--- config.mk ---
export PLATFORM = sky130hd
export DESIGN_NAME = swrl_cfg
export DESIGN_NICKNAME = d
export VERILOG_FILES = /design/src/sv/swrl_pkg.sv /design/src/sv/swrl_cfg.sv
export SDC_FILE = /design/constraint.sdc
export NUM_CORES = 1
export LEC_CHECK = 0
export ABC_AREA = 1
export BUFFER_PORTS_ARGS = -buffer_cell sky130_fd_sc_hd__buf_2
export CAP_MARGIN = 20
export CORE_ASPECT_RATIO = 1.4
export CORE_MARGIN = 4
export CORE_UTILIZATION = 40
export DETAILED_ROUTE_END_ITERATION = 6
export PLACE_DENSITY = 0.67
export SLEW_MARGIN = 15
export SYNTH_ARGS = -nofsm -noshare
export SYNTH_HDL_FRONTEND = slang
export SYNTH_SLANG_ARGS = --single-unit
--- constraint.sdc ---
create_clock -name clk -period 1.6 [get_ports clk]
set_input_delay 0.32 -clock clk [delete_from_list [all_inputs] [get_ports clk]]
set_output_delay 0.32 -clock clk [all_outputs]
set_load 0.005 [all_outputs]
--- src/sv/swrl_pkg.sv ---
// Shared types and constants for the sliding-window reply limiter.
// Used by swrl_cfg and sliding_window_reply_limiter; depends on nothing.
package swrl_pkg;

  localparam int LOG_CAPACITY = 255;
  localparam int IDX_W = (LOG_CAPACITY > 1) ? $clog2(LOG_CAPACITY) : 1;
  localparam int CNT_W = $clog2(LOG_CAPACITY + 1);
  localparam int SAT_W = (CNT_W > 8) ? CNT_W : 8;
  localparam int ADDR_W = 4;

  localparam logic [31:0] WINDOW_RST    = 32'd300000;
  localparam logic [7:0]  THRESHOLD_RST = 8'd20;
  localparam logic [31:0] COOLDOWN_RST  = 32'd5000;
  localparam logic [15:0] PAUSE_RST     = 16'd300;

  typedef enum logic [1:0] {
    REG_WINDOW    = 2'd0,
    REG_THRESHOLD = 2'd1,
    REG_COOLDOWN  = 2'd2,
    REG_PAUSE     = 2'd3
  } reg_idx_t;

  typedef struct packed {
    logic [31:0] window_ms;
    logic [7:0]  quiet_threshold;
    logic [31:0] cooldown_ms;
    logic [15:0] reply_pause_ms;
  } cfg_t;

  typedef enum logic [1:0] {
    S_IDLE,
    S_SCAN,
    S_FINISH
  } state_t;

endpackage

--- src/sv/swrl_cfg.sv ---
// APB-style register file for the limiter settings.
// Depends on swrl_pkg (cfg_t, reg_idx_t, reset values).
module swrl_cfg (
  input  logic                       clk,
  input  logic                       rst,
  input  logic                       psel,
  input  logic                       penable,
  input  logic                       pwrite,
  input  logic [swrl_pkg::ADDR_W-1:0] paddr,
  input  logic [31:0]                pwdata,
  output logic [31:0]                prdata,
  output logic                       pready,
  output swrl_pkg::cfg_t             cfg
);
  import swrl_pkg::*;

  reg_idx_t idx;
  logic     wr;

  assign idx    = reg_idx_t'(paddr[3:2]);
  assign wr     = psel & penable & pwrite;
  assign pready = 1'b1;

  always_ff @(posedge clk) begin
    if (rst) begin
      cfg.window_ms       <= WINDOW_RST;
      cfg.quiet_threshold <= THRESHOLD_RST;
      cfg.cooldown_ms     <= COOLDOWN_RST;
      cfg.reply_pause_ms  <= PAUSE_RST;
    end else if (wr) begin
      unique case (idx)
        REG_WINDOW:    cfg.window_ms       <= pwdata;
        REG_THRESHOLD: cfg.quiet_threshold <= pwdata[7:0];
        REG_COOLDOWN:  cfg.cooldown_ms     <= pwdata;
        REG_PAUSE:     cfg.reply_pause_ms  <= pwdata[15:0];
      endcase
    end
  end

  always_comb begin
    unique case (idx)
      REG_WINDOW:    prdata = cfg.window_ms;
      REG_THRESHOLD: prdata = {24'd0, cfg.quiet_threshold};
      REG_COOLDOWN:  prdata = cfg.cooldown_ms;
      REG_PAUSE:     prdata = {16'd0, cfg.reply_pause_ms};
    endcase
  end

endmodule

==> results.sh, run 1 <==
export IMPL_outcome="complete, no violations"
export IMPL_place_congestion=0.801
export IMPL_reg2reg_slack_ps=970
export IMPL_utilization=0.553
export IMPL_grt_usage=0.206
export IMPL_numClockSinks=88
export IMPL_grt_pass1_vias=4068
export IMPL_largest_register="cfg"
export IMPL_fill_cells=956
export IMPL_synth_compound_area_share=0.0352
export IMPL_row_count=42
export IMPL_coreArea_um2=9620
export IMPL_cap_violations=0
export IMPL_numCtsBuffers=9
export IMPL_gr_total_overflow=0
export IMPL_worst_slack_ps=89.7
export IMPL_yosysSeqAreaShare=0.442
export IMPL_leakage_nw=2.73
export IMPL_cts_hold_buf=0
export IMPL_avgSynthCellArea_um2=6.60
export IMPL_rsz0062_at_grt="no"
export IMPL_postCtsSetupBuffers=0
export IMPL_cp_end_kind="output pin"
export IMPL_io_pins=162
export IMPL_crit_start="paddr[3]"
export IMPL_ant_nets=0
export IMPL_fin_crit_ps=1510
export IMPL_post_cts_resized=0
export IMPL_cts_root_buf="clkbuf_16"
export IMPL_syn_nets=645
export IMPL_fin_nets=794
export IMPL_cts_clk_slew_worst_paths_ps=60
export IMPL_final_common_cell="nand2_1"
export IMPL_worstSetupPathType="in2out"
export IMPL_largest_reg_flops=88
export IMPL_p_per_area_nw_per_um2=926
export IMPL_cp_max_fo=32
export IMPL_post_dp_cell_area_um2=5010
export IMPL_synth_distinct_cells=16
export IMPL_setup_tns_ps=0
export IMPL_synthXorXnorAreaFrac=0
export IMPL_syn_to_final_growth_pct=33.5
export IMPL_dr_pass1_iters=4
export IMPL_tritoncts="yes"
export IMPL_maxSlewViolCount=0
export IMPL_place_port_buffers=158
export IMPL_dr_first_iter_drc_count=183
export IMPL_clockBufferDepth=2
export IMPL_worstRegToRegCells=2
export IMPL_start_util=0.415
export IMPL_finalClockSkew_ps=0
export IMPL_synth_adder_area_share=0
export IMPL_antenna_cells=0
export IMPL_hold_viol_final=0
export IMPL_reg_largest_list="cfg x88"
export IMPL_routed_wl_mm=12.0
export IMPL_peakVddDrop_uv=532
export IMPL_dieArea_um2=11600
export IMPL_grt_max_degree=59
export IMPL_insertion_delay_ps=330
export IMPL_reg2reg_to="cfg[7]"
export IMPL_synth_top_family_by_area="simple AND/OR/NAND/NOR gates"
export IMPL_cp_arrival_ps=1190
export IMPL_drive_above_1_share=0.270
export IMPL_reg2reg_from="cfg[7]"
export IMPL_grt_pass1_wl_mm=19.5
export IMPL_finalSetupViolCount=0
export IMPL_yosys_warnings=0
export IMPL_synthMuxAreaShare=0
export IMPL_fin_hold_ws_ps=223
export IMPL_period_share=0.944
export IMPL_antenna_found_initial=1
export IMPL_drc=0
export IMPL_htree_levels=3
export IMPL_die_y_um=126
export IMPL_start_kind="input pin"
export IMPL_synth_cells=604
export IMPL_dp_hpwl_mm=8.37
export IMPL_wl_per_cell_um=13.4
export IMPL_endpoint="prdata[3]"
export IMPL_min_path_type="in2reg"
export IMPL_fmax_ghz=0.662
export IMPL_netlist_area_um2=3990
export IMPL_fp_dieW_um=92.4
export IMPL_synth_seq_cells=88
export IMPL_final_area_um2=5320
export IMPL_drt_vias_per_instance=4.83
export IMPL_synthSimpleGateAreaFrac=0.439
export IMPL_pre_cts_slack_ps=72.2
export IMPL_vias=4299
export IMPL_layout_common_cells="nand2_1 (172), buf_2 (158), nor2_1 (139), nand3_1 (96), dfxtp_1 (88)"
export IMPL_crit_required_ps=1280
## worst min-delay path by stage
stage | endpoint | depth (start not counted) | start | slack [ps]
global route | cfg[71] | 3 | pwdata[15] | 230
floorplan | cfg[50] | 2 | pwdata[2] | 450
finish | cfg[52] | 3 | pwdata[4] | 220
CTS | cfg[74] | 3 | pwdata[18] | 210
global placement | cfg[61] | 2 | cfg[61] | 460
detailed placement | cfg[24] | 2 | cfg[24] | 460
## cells by family (layout without fill, tap and decap cells)
family	Yosys count	after routing
buffers and inverters	76	230
other	1	1
flip-flops	88	88
AO/OA/AOI/OAI	16	16
AND/OR/NAND/NOR	423	423
## per-stage QoR
stage,std cells,power (mW)
global route,890,5.14
global placement,874,2.86
finish,890,4.93
floorplan,604,2.62
detailed placement,874,2.87
CTS,890,4.98
## critical path, stage by stage
cell,delay (ps)
buf_2,150
inv_2,70
nor2_4,140
buf_12,210
nand2_1,80
nand4_1,80
buf_2,120
## synth_stat cells
cell type / number / area (µm²)
nand2_1: 172 / 646
inv_1: 32 / 120
nand3_2: 1 / 10.0
nand3_1: 96 / 480
nor2_4: 1 / 11.3
nor2_1: 142 / 533
buf_2: 25 / 125
buf_4: 4 / 30.0
nand4_1: 8 / 50.1
inv_2: 4 / 15.0
dfxtp_1: 88 / 1760
nor2_2: 3 / 18.8
conb_1: 1 / 3.75
clkbuf_1: 5 / 18.8
a22o_1: 16 / 140
buf_1: 6 / 22.5
## report_power, final
group | switching (mW) | internal (mW) | total [mW]
clock | 0.817 | 1.29 | 2.11
sequential | 0.0388 | 2.24 | 2.28
combinational | 0.316 | 0.220 | 0.536
## layer usage
layer,GRT usage,wire (µm),vias to the layer above
li1,-,-,2194
met1,0.240,4860,1949
met2,0.366,6210,140
met3,0.0328,689,14
met4,0.0936,189,2
met5,0,19,-
## final cells by class
type                    instances  area [µm²]  share of cell area
flip-flops and latches         88        1760               0.331
repair buffers                178        1030               0.193
well taps                     132         165              0.0310
multi-input cells             440        1920               0.361
clock buffers                  12         256              0.0482
inverters                      36         135              0.0254
clock inverters                 4        52.6             0.00988
No activity file was read; power rests on OpenSTA's default activity.
==> run 2, diff against run 1 <==
--- a/constraint.sdc
+++ b/constraint.sdc
@@ -3,2 +3,2 @@
 set_output_delay 0.32 -clock clk [all_outputs]
-set_load 0.005 [all_outputs]
+set_load 0.01 [all_outputs]
==> run 2 against run 1 <==
Global-route usage increased by 0.23 points. Critical path depth is the same. Clock power fell by 3%. First-iteration DRC count increased by 45%. Clock-buffer cell count is 1 lower. Die area did not move. Flip-flop and latch count stayed put. Register-to-register slack about the same.
==> results.sh, run 2 (synthesized netlist as in run 1, its figures left out) <==
export IMPL_period_share=0.961
export IMPL_insertion_delay_ps=330
export IMPL_power_frac_comb=0.120
export IMPL_dp_hpwl_mm=8.59
export IMPL_tritoncts="yes"
export IMPL_seqCellArea_um2=1760
export IMPL_multi_input_area_um2=1920
export IMPL_seqPwrFrac=0.463
export IMPL_min_path_type="in2reg"
export IMPL_start_kind="input pin"
export IMPL_post_dp_cell_area_um2=5030
export IMPL_setup_tns_ps=0
export IMPL_peakVddDrop_uv=494
export IMPL_io_pins=162
export IMPL_reg_largest_list="cfg x88"
export IMPL_wl_met2_mm=6.31
export IMPL_placed_cells_incl_taps=877
export IMPL_outcome="complete, no violations"
export IMPL_drive_above_1_share=0.275
export IMPL_largest_reg_flops=88
export IMPL_cts_hold_buf=0
export IMPL_grt_usage=0.208
export IMPL_fin_nets=800
export IMPL_switching_share=0.250
export IMPL_start_util=0.415
export IMPL_antenna_cells=0
export IMPL_final_area_um2=5380
export IMPL_final_cells=896
export IMPL_ant_nets=0
export IMPL_pre_cts_slack_ps=28.0
export IMPL_largest_register="cfg"
export IMPL_vias=4318
export IMPL_clkPwrFrac=0.416
export IMPL_cts_root_buf="clkbuf_16"
export IMPL_maxSlewViolCount=0
export IMPL_numClockSinks=88
export IMPL_finalSetupViolCount=0
export IMPL_die_y_um=126
export IMPL_antenna_found_initial=1
export IMPL_fin_crit_ps=1540
export IMPL_met1_length_mm=4.83
export IMPL_worst_slack_ps=62.8
export IMPL_place_port_buffers=158
export IMPL_routed_wl_mm=12.0
export IMPL_place_congestion=0.791
export IMPL_cp_end_kind="output pin"
export IMPL_wl_per_cell_um=13.4
export IMPL_grt_max_degree=59
export IMPL_grt_pass1_wl_mm=19.7
export IMPL_grt_pass1_vias=4018
export IMPL_rsz0062_at_grt="no"
export IMPL_clockBufferDepth=2
export IMPL_drt_vias_per_instance=4.82
export IMPL_fp_dieW_um=92.4
export IMPL_drc=0
export IMPL_gr_total_overflow=0
export IMPL_power_switching_mw=1.23
export IMPL_cp_max_fo=11
export IMPL_numCtsBuffers=9
export IMPL_htree_levels=3
export IMPL_fill_cells=961
export IMPL_coreArea_um2=9620
export IMPL_p_per_area_nw_per_um2=914
export IMPL_fin_hold_ws_ps=209
export IMPL_dr_pass1_iters=4
export IMPL_utilization=0.560
export IMPL_cts_clk_slew_worst_paths_ps=60
export IMPL_p_total_mw=4.92
export IMPL_leakage_nw=2.76
export IMPL_cap_violations=0
export IMPL_highest_layer="met5"
export IMPL_wl_met3_um=702
export IMPL_crit_required_ps=1280
export IMPL_layout_common_cells="nand2_1 (172), buf_2 (157), nor2_1 (139), nand3_1 (96), dfxtp_1 (88)"
export IMPL_cp_arrival_ps=1220
export IMPL_syn_to_final_growth_pct=35.0
export IMPL_worstSetupPathType="in2out"
export IMPL_dieArea_um2=11600
export IMPL_hold_viol_final=0
export IMPL_dr_first_iter_drc_count=266
export IMPL_final_common_cell="nand2_1"
export IMPL_internal_power_mw=3.69
export IMPL_row_count=42
export IMPL_fmax_ghz=0.651
export IMPL_finalClockSkew_ps=0
-- run 2: cell types whose count changed in the layout (fill, tap and decap cells not counted), sizes merged --
cell	previous run	this run
clkinv	0	1
buf	178	182
clkbuf	12	13
-- run 2: worst paths after layout --
kind,startpoint,to,slack (ps),cells after the start
hold reg to reg,cfg[71],cfg[71],480,2
setup reg to reg,cfg[60],cfg[60],980,2
setup / recovery,paddr[3],prdata[25],60,7
hold / removal,pwdata[4],cfg[52],210,3
-- run 2: critical path, stage by stage --
cell	delay, ps
clkbuf_4	150
inv_2	90
nor2_4	50
buf_12	140
clkbuf_16	160
a22o_1	170
buf_2	140
-- run 2: power groups by stage --
stage	Clock [mW]	Combinational (mW)	Sequential, mW
finish	2.05	0.591	2.28
global route	2.18	0.661	2.28
CTS	2.10	0.580	2.28
detailed placement	0	0.579	2.33
global placement	0	0.570	2.32
floorplan	0	0.306	2.34
-- run 2: repair_timing --
item                       CTS  global route
buffers inserted             0             2
resized for setup            0             2
setup endpoints to repair    0             7
-- run 2: final cells by class --
class                      count  area share
multi-input combinational    440       0.357
sequential                    88       0.327
timing repair buffer         184       0.206
clock buffer                  11      0.0432
tap                          132      0.0307
inverter                      36      0.0251
clock inverter                 5      0.0107
-- run 2: layer usage --
layer / vias to the layer above / track usage
met5: - / 0
met4: 2 / 0.0674
met3: 15 / 0.0412
met2: 125 / 0.372
met1: 1974 / 0.247
li1: 2202 / -
==> run 3, diff against run 2 <==
Settings changed: CELL_PAD_IN_SITES_DETAIL_PLACEMENT from default to 1, CELL_PAD_IN_SITES_GLOBAL_PLACEMENT from default to 1, CORE_UTILIZATION 40 to 35, PLACE_DENSITY 0.67 to 0.84, SETUP_SLACK_MARGIN from default to 0.1.
Clock period 1.6 ns to 1.87 ns, I/O delays scaled along.
==> run 3 against run 2 <==
Core utilization fell by 7.1 points. Hold slack improved by 57 ps. Clock-buffer cell count fell by 2. Combinational power shrank 16%. Critical path type unchanged. Critical endpoint is now prdata[1]. Highest routed layer unchanged.
==> results.sh, run 3 (synthesized netlist as in run 1, its figures left out) <==
export IMPL_grt_usage=0.209
export IMPL_outcome="complete, no violations"
export IMPL_min_path_type="in2reg"
export IMPL_rsz0062_at_grt="yes"
export IMPL_layout_common_cells="nand2_1 (172), buf_2 (158), nor2_1 (139), nand3_1 (96), dfxtp_1 (88)"
export IMPL_io_pins=162
export IMPL_finalSetupViolCount=0
export IMPL_maxSlewViolCount=0
export IMPL_grt_pass1_vias=4572
export IMPL_cp_max_fo=10
export IMPL_gr_total_overflow=0
export IMPL_cts_clk_slew_worst_paths_ps=60
export IMPL_critPathMaxStageDelay_ps=190
export IMPL_routed_wl_mm=13.9
export IMPL_grt_pass1_wl_mm=22.5
export IMPL_fmax_ghz=0.590
export IMPL_fill_cells=1476
export IMPL_drt_vias_per_instance=4.99
export IMPL_period_share=0.907
export IMPL_leakage_nw=2.74
export IMPL_clkPwrFrac=0.472
export IMPL_reg_largest_list="cfg x88"
export IMPL_die_y_um=134
export IMPL_insertion_delay_ps=340
export IMPL_dieArea_um2=13200
export IMPL_setup_tns_ps=0
export IMPL_peakVddDrop_uv=510
export IMPL_htree_levels=3
export IMPL_final_common_cell="nand2_1"
export IMPL_seqPwrFrac=0.421
export IMPL_fin_crit_ps=1700
export IMPL_dp_hpwl_mm=9.84
export IMPL_row_count=45
export IMPL_start_util=0.363
export IMPL_multi_input_area_um2=1930
export IMPL_cap_violations=0
export IMPL_cp_end_kind="output pin"
export IMPL_dr_first_iter_drc_count=131
export IMPL_finalClockSkew_ps=0
export IMPL_largest_reg_flops=88
export IMPL_power_frac_comb=0.107
export IMPL_power_switching_mw=1.10
export IMPL_hold_viol_final=0
export IMPL_cts_root_buf="clkbuf_16"
export IMPL_worstSetupPathType="in2out"
export IMPL_fin_nets=791
export IMPL_path_cells="buf_2, nand2_1, inv_2, buf_4, nand2_1, nand4_1, buf_2"
export IMPL_internal_power_mw=3.53
export IMPL_cp_arrival_ps=1320
export IMPL_seqCellArea_um2=1760
export IMPL_antenna_cells=0
export IMPL_tritoncts="yes"
export IMPL_switching_share=0.238
export IMPL_postCtsSetupBuffers=0
export IMPL_dr_pass1_iters=4
export IMPL_vias=4470
export IMPL_ant_nets=0
export IMPL_clockBufferDepth=2
export IMPL_start_kind="input pin"
export IMPL_place_port_buffers=158
export IMPL_syn_to_final_growth_pct=34.5
export IMPL_cts_hold_buf=0
export IMPL_fp_dieW_um=98.2
export IMPL_antenna_found_initial=1
export IMPL_crit_required_ps=1500
export IMPL_p_per_area_nw_per_um2=864
export IMPL_post_cts_resized=0
export IMPL_place_congestion=0.763
export IMPL_slowest_stage="buf_4"
export IMPL_largest_register="cfg"
export IMPL_numClockSinks=88
export IMPL_drc=0
export IMPL_wl_per_cell_um=15.6
export IMPL_coreArea_um2=11000
export IMPL_grt_max_degree=58
export IMPL_drive_above_1_share=0.268
export IMPL_numCtsBuffers=9
export IMPL_p_total_mw=4.63
==> run 3: cell types whose count changed in the layout (fill, tap and decap cells not counted) <==
cell	previous run	this run
clkbuf_16	10	9
nor2_2	2	1
buf_2	157	158
buf_6	1	0
clkinvlp_4	3	1
buf_12	8	7
bufinv_16	1	4
clkbuf_1	2	0
buf_4	16	10
clkbuf_4	1	0
nor2_4	5	6
==> run 3: path summary, 6_finish.rpt <==
| kind | from | end | slack (ps) | depth (start not counted) |
|---|---|---|---|---|
| setup / recovery | paddr[2] | prdata[1] | 170 | 7 |
| hold / removal | pwdata[4] | cfg[52] | 270 | 3 |
| setup reg to reg | cfg[39] | cfg[39] | 1210 | 2 |
| hold reg to reg | cfg[71] | cfg[71] | 480 | 2 |
==> run 3: layout make-up <==
class                   count  area share
inverters                  36      0.0252
multi-input cells         440       0.359
flip-flops and latches     88       0.329
clock buffers               9      0.0420
well taps                 141      0.0329
repair buffers            175       0.188
clock inverters             6      0.0247
==> run 3: per-layer routing <==
metal,track usage,part of all wire
met5,0,0.0014
met4,0.0729,0.014
met3,0.0369,0.052
met2,0.395,0.54
met1,0.231,0.39
==> run 3: critical path: cells and delay by family <==
| kind | cells | cell delay, ps |
|---|---|---|
| buffers and inverters | 4 | 640 |
| and+or+nand+nor | 3 | 300 |
==> run 3: power by group through the flow <==
stage | clock, mW | sequential, mW | combinational [mW]
3_5_place_dp | 0 | 1.99 | 0.502
6_report | 2.19 | 1.95 | 0.497
5_1_grt | 2.31 | 1.95 | 0.551
2_1_floorplan | 0 | 2.00 | 0.262
4_1_cts | 2.22 | 1.95 | 0.505
3_3_place_gp | 0 | 1.99 | 0.482
==> run 3: through the flow <==
step / util / setup WS (ps) / cell area [µm²] / std cells / hold slack (ps)
final: 0.488 / 174 / 5360 / 895 / 266
after global routing: 0.488 / 98.6 / 5360 / 895 / 278
after CTS: 0.488 / 165 / 5360 / 895 / 258
after detailed placement: 0.456 / 179 / 5000 / 880 / 470
after global placement: 0.456 / 223 / 5000 / 880 / 461
after floorplan: - / 416 / 3990 / 604 / 500
